--- src/hw/rtl/csd_pkg.sv ---
// Shared types and constants for the charlieplexed 5x5 scan display driver.
// No dependencies; used by csd_state, csd_scan and the top level.
package csd_pkg;

	localparam int NUM_ROWS   = 5;
	localparam int ROW_W      = 5;
	localparam int NUM_GROUPS = 6;
	localparam int NUM_LINES  = 6;
	localparam int GROUP_W    = 3;
	localparam int LINE_F     = 5;
	localparam int CFG_IDX_W  = 1;
	localparam int CFG_DATA_W = 1;

	typedef enum logic {
		KIND_SHIFT = 1'b0,
		KIND_TICK  = 1'b1
	} kind_t;

	typedef enum logic [CFG_IDX_W-1:0] {
		REG_SWITCH_SENSE = 1'b0,
		REG_INVERT_TOP   = 1'b1
	} cfg_reg_t;

	typedef logic [NUM_ROWS-1:0][ROW_W-1:0] rows_t;

	typedef struct packed {
		kind_t            kind;
		logic [ROW_W-1:0] column_bits;
		logic             switch_low;
	} item_t;

	typedef struct packed {
		logic [NUM_LINES-1:0] line_enable;
		logic [NUM_LINES-1:0] line_level;
		logic [GROUP_W-1:0]   group_shown;
		logic                 button_event;
	} result_t;

	// state update computed by the scan logic for one tick
	typedef struct packed {
		logic [GROUP_W-1:0] group_next;
		logic               pressed_next;
	} tick_upd_t;

endpackage

--- src/hw/rtl/csd_scan.sv ---
// Combinational scan mapping: picks the lit pixels of the current group and
// drives the six lines; also reports the press edge. Uses csd_pkg.
module csd_scan (
	input  csd_pkg::item_t                  item,
	input  csd_pkg::rows_t                  rows,
	input  logic [csd_pkg::GROUP_W-1:0]     group_q,
	input  logic                            last_pressed_q,
	input  logic                            sense_en,
	input  logic                            invert_top,
	output csd_pkg::result_t                result,
	output csd_pkg::tick_upd_t              upd
);

	always_comb begin
		logic [csd_pkg::GROUP_W-1:0]   g;
		logic [csd_pkg::GROUP_W-1:0]   common;
		logic [csd_pkg::GROUP_W-1:0]   row;
		logic [csd_pkg::NUM_LINES-1:0] enable;
		logic [csd_pkg::NUM_LINES-1:0] level;
		logic                          blank;
		logic                          event_bit;

		// out-of-range counter behaves as group 0
		g = (group_q >= csd_pkg::GROUP_W'(csd_pkg::NUM_GROUPS)) ? '0 : group_q;
		common = csd_pkg::GROUP_W'(csd_pkg::LINE_F) - g;
		enable = '0;
		level = '0;
		row = '0;
		blank = sense_en && item.switch_low;
		event_bit = sense_en && !last_pressed_q && item.switch_low;

		for (int lo = 0; lo < csd_pkg::NUM_ROWS; lo++) begin
			if (csd_pkg::GROUP_W'(lo) != common) begin
				row = (csd_pkg::GROUP_W'(lo) < common) ? g : g - 1'b1;
				if (row < csd_pkg::GROUP_W'(csd_pkg::NUM_ROWS) && rows[row][lo])
					enable[lo] = 1'b1;
			end
		end

		// common line drives only when some pixel of the group is lit
		if (blank || enable == '0) begin
			enable = '0;
		end else begin
			enable[common] = 1'b1;
			if (!(common == csd_pkg::GROUP_W'(csd_pkg::LINE_F) && invert_top))
				level[common] = 1'b1;
		end

		upd.group_next = (g == csd_pkg::GROUP_W'(csd_pkg::NUM_GROUPS - 1)) ? '0 : g + 1'b1;
		upd.pressed_next = sense_en ? item.switch_low : last_pressed_q;

		if (item.kind == csd_pkg::KIND_TICK) begin
			result.line_enable  = enable;
			result.line_level   = level;
			result.group_shown  = g;
			result.button_event = event_bit;
		end else begin
			result = '0;
		end
	end

endmodule

--- src/hw/rtl/csd_state.sv ---
// Display state: five row registers, group counter, last switch level and the
// two configuration bits. Uses csd_pkg.
module csd_state (
	input  logic                             clk,
	input  logic                             arst_n,
	input  logic                             update,
	input  csd_pkg::item_t                   item,
	input  csd_pkg::tick_upd_t               upd,
	input  logic                             cfg_we,
	input  logic [csd_pkg::CFG_IDX_W-1:0]    cfg_index,
	input  logic [csd_pkg::CFG_DATA_W-1:0]   cfg_data,
	output csd_pkg::rows_t                   rows,
	output logic [csd_pkg::GROUP_W-1:0]      group_q,
	output logic                             last_pressed_q,
	output logic                             sense_en_q,
	output logic                             invert_top_q
);

	always_ff @(posedge clk or negedge arst_n) begin
		if (!arst_n) begin
			rows <= '0;
			group_q <= '0;
			last_pressed_q <= 1'b0;
		end else if (update) begin
			if (item.kind == csd_pkg::KIND_SHIFT) begin
				// shift left, new pixel enters the rightmost column
				for (int i = 0; i < csd_pkg::NUM_ROWS; i++)
					rows[i] <= {rows[i][csd_pkg::ROW_W-2:0], item.column_bits[i]};
			end else begin
				group_q <= upd.group_next;
				last_pressed_q <= upd.pressed_next;
			end
		end
	end

	always_ff @(posedge clk or negedge arst_n) begin
		if (!arst_n) begin
			sense_en_q <= 1'b0;
			invert_top_q <= 1'b0;
		end else if (cfg_we) begin
			unique case (csd_pkg::cfg_reg_t'(cfg_index))
				csd_pkg::REG_SWITCH_SENSE: sense_en_q <= cfg_data[0];
				csd_pkg::REG_INVERT_TOP:   invert_top_q <= cfg_data[0];
				default: ;
			endcase
		end
	end

endmodule

--- src/hw/rtl/charlieplex_scroll_display_driver_top.sv ---
// Charlieplexed 5x5 scroll display driver. Takes one item (column shift or scan
// tick) per clock while in_stall is low and returns one result for each item,
// which passes the input register, the combinational scan logic and the result
// register in that order; throughput is one item per cycle while out_stall is low.
// Row and group state is read and updated as an item leaves the input register,
// so back-to-back items see each other. Depends on csd_pkg, csd_state and csd_scan.
module charlieplex_scroll_display_driver_top (
	input  logic                                clk,
	input  logic                                arst_n,
	input  logic                                in_valid,
	output logic                                in_stall,
	input  logic                                kind,
	input  logic [csd_pkg::ROW_W-1:0]           column_bits,
	input  logic                                switch_low,
	output logic                                out_valid,
	input  logic                                out_stall,
	output logic [csd_pkg::NUM_LINES-1:0]       line_enable,
	output logic [csd_pkg::NUM_LINES-1:0]       line_level,
	output logic [csd_pkg::GROUP_W-1:0]         group_shown,
	output logic                                button_event,
	input  logic                                cfg_we,
	input  logic [csd_pkg::CFG_IDX_W-1:0]       cfg_index,
	input  logic [csd_pkg::CFG_DATA_W-1:0]      cfg_data
);

	logic                        valid_s1;
	csd_pkg::item_t              item_s1;
	logic                        out_valid_q;
	csd_pkg::result_t            result_q;
	logic                        advance;
	csd_pkg::rows_t              rows;
	logic [csd_pkg::GROUP_W-1:0] group_q;
	logic                        last_pressed_q;
	logic                        sense_en_q;
	logic                        invert_top_q;
	csd_pkg::result_t            result;
	csd_pkg::tick_upd_t          upd;

	// item moves from the input register into the result register
	assign advance = valid_s1 && (!out_valid_q || !out_stall);
	assign in_stall = valid_s1 && !advance;

	always_ff @(posedge clk or negedge arst_n) begin
		if (!arst_n) begin
			valid_s1 <= 1'b0;
		end else if (!valid_s1 || advance) begin
			valid_s1 <= in_valid;
		end
	end

	always_ff @(posedge clk) begin
		if (in_valid && !in_stall) begin
			item_s1.kind <= csd_pkg::kind_t'(kind);
			item_s1.column_bits <= column_bits;
			item_s1.switch_low <= switch_low;
		end
	end

	csd_state u_state (
		.clk            (clk),
		.arst_n         (arst_n),
		.update         (advance),
		.item           (item_s1),
		.upd            (upd),
		.cfg_we         (cfg_we),
		.cfg_index      (cfg_index),
		.cfg_data       (cfg_data),
		.rows           (rows),
		.group_q        (group_q),
		.last_pressed_q (last_pressed_q),
		.sense_en_q     (sense_en_q),
		.invert_top_q   (invert_top_q)
	);

	csd_scan u_scan (
		.item           (item_s1),
		.rows           (rows),
		.group_q        (group_q),
		.last_pressed_q (last_pressed_q),
		.sense_en       (sense_en_q),
		.invert_top     (invert_top_q),
		.result         (result),
		.upd            (upd)
	);

	// hold the result until the transfer completes
	always_ff @(posedge clk or negedge arst_n) begin
		if (!arst_n) begin
			out_valid_q <= 1'b0;
		end else if (advance) begin
			out_valid_q <= 1'b1;
		end else if (!out_stall) begin
			out_valid_q <= 1'b0;
		end
	end

	always_ff @(posedge clk) begin
		if (advance)
			result_q <= result;
	end

	assign out_valid    = out_valid_q;
	assign line_enable  = result_q.line_enable;
	assign line_level   = result_q.line_level;
	assign group_shown  = result_q.group_shown;
	assign button_event = result_q.button_event;

endmodule
--- config.mk ---
export PLATFORM = sky130hd
export DESIGN_NAME = charlieplex_scroll_display_driver_top
export DESIGN_NICKNAME = d
export VERILOG_FILES = /design/src/hw/rtl/csd_pkg.sv /design/src/hw/rtl/csd_scan.sv /design/src/hw/rtl/csd_state.sv /design/src/hw/rtl/charlieplex_scroll_display_driver_top.sv
export SDC_FILE = /design/constraint.sdc
export NUM_CORES = 1
export LEC_CHECK = 0
export BUFFER_PORTS_ARGS = -buffer_cell sky130_fd_sc_hd__buf_2
export CORE_MARGIN = 3
export CORE_UTILIZATION = 55
export CTS_CLUSTER_DIAMETER = 60
export DETAILED_ROUTE_END_ITERATION = 16
export GPL_TIMING_DRIVEN = 0
export PLACE_DENSITY_LB_ADDON = 0.05
export SLEW_MARGIN = 20
export SYNTH_ARGS = -nofsm -noshare
export SYNTH_HDL_FRONTEND = slang
export SYNTH_HIERARCHICAL = 1
export SYNTH_SLANG_ARGS = --single-unit
export TNS_END_PERCENT = 100
--- constraint.sdc ---
create_clock -name clk -period 3.4 [get_ports clk]
set_input_delay 0.17 -clock clk [delete_from_list [all_inputs] [get_ports clk]]
set_output_delay 0.17 -clock clk [all_outputs]
set_load 0.01 [all_outputs]
* Word level (Yosys, flattened, before mapping)
Index checks and enable logic that the tools add are counted.
Word-level totals: memory bits (writable) 0, input bits 14, logic and storage cells 111, latch bits 0, flip-flop bits (word level) 56, output and inout bits 18, ROM bits 0, memories 0
Cells by class: $add $sub $neg 3, mux-type cells 31, reduce and logical (&&, ||, !) cells 31, shift operators 0, multipliers 0, divide/modulo/power cells 0, bitwise operators 3, equality and inequality tests 7, $lt $le $gt $ge 18
Operators with widths (number):
- $bmux W5 S3 | 5
- $lt A3 B4 Y1 const B | 6
- $mux W3 | 8
- $lt A3 B3 Y1 const B | 5
- $mux W1 | 14
- $logic_and A1 B1 Y1 | 13
- $reduce_and A2 Y1 | 4
- $eq A3 B3 Y1 const B | 2
- $logic_not A1 Y1 | 6
- $lt A1 B3 Y1 const A | 2
- $lt A2 B3 Y1 const A | 2
- $ne A2 B3 Y1 const A | 2
- $or A5 B6 Y6 | 1
- $logic_not A5 Y1 | 1
- $mux W5 | 1
- $mux W4 | 1
- $add A3 B1 Y3 const B | 1
- $demux W1 S3 | 1
- $ge A3 B1 Y1 const B | 1
- $ge A3 B3 Y1 const B | 1
- $logic_or A1 B1 Y1 | 3
- $lt A3 B3 Y1 const A | 1
- $ne A1 B3 Y1 const A | 1
- $ne A3 B3 Y1 const A | 1
- other kinds (9) | 10

* Longest topological paths before layout
word-level depth 13, depth in mapped cells 14, depth with buffers taken out 11

* Modules after synthesis
Netlist, hierarchy kept.
Modules (own cells, without submodules):
- csd_state | times used 1, cells an instance 69, seq. area each 775.7 µm², area each 1278.7 µm²
- csd_scan | times used 1, cells an instance 132, seq. area each 0.0 µm², area each 952.2 µm²
- charlieplex_scroll_display_driver_top | times used 1, cells an instance 31, seq. area each 740.7 µm², area each 783.3 µm²

* Least setup slack after synthesis
No wires, ideal clock.
path type register to register, from register u_state/group_q[2] (netlist name), to register result_q (netlist bit line_level[0]) (data pin), clock period less this slack 3.180 ns, path buffers 4, path slack 0.220 ns, required time 3.145 ns, data arrival time 2.924 ns, library setup time 0.255 ns, stages on the path, launching flop included 15, cells stage by stage dfrtp_1 buf_6 buf_4 nor2b_1 inv_1 ha_1 buf_2 nor2_4 mux2_1 o21ai_1 a21oi_1 o31ai_2 a21oi_2 buf_4 and3_1
Between the ends: word-level cells in the longest chain between the ends 13, elaborated cells between the ends (all ways) 59, classes of those cells add/sub: 2; order compare: 13; eq/ne: 5; mux: 28; reduce/logical: 11
Ends and longest elaborated chain:
- start: declaration | RTL line csd_state.sv:13 | output logic [csd_pkg::GROUP_W-1:0] group_q,
- start signal: assignment | RTL line csd_state.sv:30 | group_q <= upd.group_next;
- $ge A3 B3 Y1 | RTL line csd_scan.sv:24 | g = (group_q >= csd_pkg::GROUP_W'(csd_pkg::NUM_GROUPS)) ? '0 : group_q;
- $mux W3 * | RTL line csd_scan.sv:24
- $sub A3 B3 Y3 | RTL line csd_scan.sv:25 | common = csd_pkg::GROUP_W'(csd_pkg::LINE_F) - g;
- $lt A1 B3 Y1 (tied with other cells) | RTL line csd_scan.sv:34 | row = (csd_pkg::GROUP_W'(lo) < common) ? g : g - 1'b1;
- $mux W3 | RTL line csd_scan.sv:34
- $bmux W5 S3 | RTL line csd_scan.sv:35 | if (row < csd_pkg::GROUP_W'(csd_pkg::NUM_ROWS) && rows[row][lo])
- $mux W1 (implied by the code) (tied with other cells) | RTL line csd_scan.sv:35
- $logic_and A1 B1 Y1 | RTL line csd_scan.sv:35
- $mux W1 | RTL line csd_scan.sv:35
- $mux W1 | RTL line csd_scan.sv:33 | if (csd_pkg::GROUP_W'(lo) != common) begin
- $logic_not A5 Y1 | RTL line csd_scan.sv:41 | if (blank || enable == '0) begin
- $logic_or A1 B1 Y1 | RTL line csd_scan.sv:41
- $reduce_or A3 Y1 (no line)
- end signal: assignment | RTL line charlieplex_scroll_display_driver_top.sv:99 | result_q <= result;
- end: declaration | RTL line charlieplex_scroll_display_driver_top.sv:29 | csd_pkg::result_t result_q;
Every way passes the cells marked *; elsewhere a longest branch is shown, timed or not. The select of a mux whose other input is x is not followed. A chain may end at the register's enable or synchronous reset.

* Worst setup path in the final report
Ends and elaborated chain as after synthesis.

==> results.yml <==
yosys:
  synthAdderAreaFrac: 0.03736
  synthesis.nets: 255
  yosys.area_share.simple: 0.1104
  synth_warnings: 6
  syn_area_per_cell_um2: 12.99
  synth-compound-area-share: 0.1071
  synth_xor_area_frac: 0.008717
  synth_top_area_cell: "dfrtp_1"
  synth_cell_type_count: 53
  yosysSeqAreaShare: 0.5031
  synth_top_area_share: 0.2740
  yosys-mux-area-fraction: 0.1777
  async_reset_ff_frac: 0.5893
  ys_seq_elements: 56
  synth-edff-count: 23
  synthTopCellsByArea: "dfrtp_1 (27%), edfxtp_1 (23%), mux2_4 (10%), mux2_2 (4.1%), ha_1 (3.7%)"
  syn_inst: 232
  synth_top_family_by_area: "multiplexers"
  syn_area_mm2: 0.003014
  synth-main-ff-cell: "dfrtp_1"
hold_path:
  hold_path_end: "item_s1[4]$_DFFE_PP_"
  hold_path.startpoint: "column_bits[3]"
  whs_path_depth: 1
  hold_path_class: "primary input to flip-flop"
routing:
  drtAntennaViolNets: 0
  drt-pass1-iter-count: 4
  route.detailed.drc: 0
  drt-initial-drc-count: 95
  vias_per_cell: 5.500
  wire_per_inst_um: 15.65
  vias: 1903
  totalWireLength_um: 5415
sta:
  setup_tns_ns: 0
  whs_ns: 0.03555
  finalHoldViolations: 0
  max_freq_mhz: 313.6
  period_share: 0.9377
  drv_slew: 0
  finClkSkew_ns: 0.005094
  grt_setup_unrepaired: "no"
  fin_crit_ns: 3.188
  setup_viol_count_final: 0
  slew-limit-headroom: 0.5259
  worstMarginPinSlew_ns: 0.7112
critical_path:
  crit_required_ns: 3.47
  arrival_ns: 3.26
  reg2reg_from: "u_state/group_q[2]$_DFFE_PN0P_"
  crit_path_max_fanout: 10
  rr_endpoint: "line_level[0]$_DFFE_PP_"
  end_kind: "flip-flop"
  worstSetupPathType: "flip-flop to flip-flop"
  ff2ff_setup_slack_ns: 0.21
  worstRegToRegCells: 14
  cp-start-kind: "flip-flop"
grt:
  grt_pass1_wl_um: 9239
  first_global_vias: 1855
  met1_usage: 0.2583
  grt_max_degree: 34
  antenna_found_initial: 0
  overflow: 0
  grt_use_met3: 0.03386
  use_met2: 0.2988
  track_usage: 0.1892
  top_usage_layer: "met2"
clock_network:
  clock_sinks: 56
  cts_made_buffers: 5
  cts_tree: "done"
  cts.path.max_buffers: 2
  clkTransAtPathRegs_ns: 0.10
  insertion_delay_ns: 0.30
  cts_root_buf: "clkbuf_8"
  h-tree-depth: 2
floorplanning:
  die_x_um: 80.03
  ios: 32
  die_y_um: 80.03
  dieArea_mm2: 0.006405
  core.rowCount: 26
  core-area_mm2: 0.005205
  initial_utilization: 0.5791
finish:
  antenna_cells: 0
  finish.utilization: 0.6596
  fin_cells: 346
  final_nets: 298
  drive_gt1_frac: 0.3768
  area_growth_pct: 13.91
placement:
  dp.cells: 334
  port_buffers: 31
  dp_hpwl_um: 4002
  gp_congestion: 0.8778
power_and_ir_drop:
  p_leak_nw: 1.532
  peakVddDrop_mv: 0.4392
  p_per_area_mw_per_mm2: 903.8
outcome:
  outcome: "completed"
job:
  drv_cap: 0
## metrics by stage
stage          instance area [um^2]  setup slack [ns]  total power, mW
2_1_floorplan                  3014            0.2205            2.266
3_3_place_gp                   3257           -0.2571            2.604
3_5_place_dp                   3272           -0.2803            2.621
4_1_cts                        3411           0.03243            3.087
5_1_grt                        3433           0.01846            3.335
6_report                       3433            0.2117            3.103
## worst max-delay path, stage by stage, from the launching register on
cell     delay [ns]
dfrtp_1        0.43
buf_6          0.17
buf_4          0.19
nor2b_4        0.05
buf_4          0.14
buf_4          0.14
ha_1           0.25
nor2_4         0.20
mux2_1         0.37
o21ai_1        0.14
a21oi_1        0.09
o31ai_2        0.35
a21oi_2        0.10
buf_4          0.17
and3_1         0.16
## metal layers
| layer | vias to the layer above | share of wire |
|---|---|---|
| li1 | 934 | - |
| met1 | 910 | 0.46 |
| met2 | 51 | 0.49 |
| met5 | - | 0 |
| met4 | 0 | 0.021 |
| met3 | 8 | 0.038 |
## synth_stat cells (2+ instances only)
cell type / instances
a21oi_2: 2
edfxtp_1: 23
and3b_1: 3
inv_1: 8
o211ai_1: 2
nor2b_1: 6
o21ai_1: 3
o21bai_1: 2
mux2_2: 11
mux2_4: 20
nor2_1: 2
mux2i_1: 10
a31oi_1: 4
inv_2: 2
nand2b_1: 5
a21boi_1: 3
nand2_1: 9
a21oi_1: 6
buf_12: 2
and3_1: 5
buf_2: 3
and2_1: 5
buf_6: 4
o21ai_0: 9
nand3_1: 4
o22ai_1: 3
buf_4: 4
xnor2_1: 3
a211oi_1: 3
dfrtp_1: 33
nor3b_1: 3
ha_1: 9
## power by group
group          switching (mW)  total (mW)  internal [mW]  leakage [nW]
Clock                   0.211       0.441          0.231        0.0627
Combinational           0.803        1.58          0.777         0.850
Sequential              0.148        1.08          0.933         0.619
Total                    1.16        3.10           1.94          1.53
## cell families after synthesis
group           count (synthesis)
compound gates                 47
xor+xnor                        3
fa+ha+maj                       9
buf+inv                        23
flops                          56
mux                            42
simple gates                   52
## layout make-up
cell class / instances / area [um^2]
Fill cell: 395 / 1772
Sequential cell: 56 / 1516
Multi-Input combinational cell: 153 / 1341
Timing Repair Buffer: 36 / 198.9
Buffer: 13 / 130.1
Clock buffer: 8 / 121.4
Tap cell: 70 / 87.58
Inverter: 10 / 37.54
## sequential cells by signal, summed over array words and instances (netlist names)
register / cells
group_shown: 3
u_state/last_pressed_q: 1
u_state/invert_top_q: 1
valid_s1: 1
button_event: 1
line_level: 6
u_state/sense_en_q: 1
out_valid: 1
line_enable: 6
item_s1: 7
u_state/group_q: 3
u_state/rows: 25
## layout by cell type (no fill, tap or decap), types with 6 or more instances in the layout
cell type,netlist,routed
a21oi_1,6,6
buf_2,3,34
buf_4,4,7
clkbuf_8,0,7
dfrtp_1,33,33
edfxtp_1,23,23
ha_1,9,9
inv_1,8,8
mux2_2,11,11
mux2_4,20,20
mux2i_1,10,10
nand2_1,9,9
o21ai_0,9,9
## how the worst max path moves through the flow
stage,startpoint,end,slack [ns],cells after the start
finish,u_state/group_q[2]$_DFFE_PN0P_,line_level[0]$_DFFE_PP_,0.21,14
global route,u_state/group_q[2]$_DFFE_PN0P_,line_level[0]$_DFFE_PP_,0.02,14
CTS,u_state/group_q[2]$_DFFE_PN0P_,line_level[0]$_DFFE_PP_,0.03,14
detailed placement,u_state/group_q[2]$_DFFE_PN0P_,line_level[0]$_DFFE_PP_,-0.28,14
global placement,u_state/group_q[2]$_DFFE_PN0P_,line_level[0]$_DFFE_PP_,-0.26,14
floorplan,u_state/group_q[2]$_DFFE_PN0P_,line_level[0]$_DFFE_PP_,0.22,14
## what timing repair did
action                                  4_1_cts  5_1_grt
pin swaps                                     0        1
gates resized for setup                       2        0
endpoints found under the hold margin        33        0
buffers inserted                              0        3
hold buffers                                  1        0
gates cloned                                  0        0
endpoints found under the setup margin       12       11
Note: power is estimated with default switching activity, not from simulation.
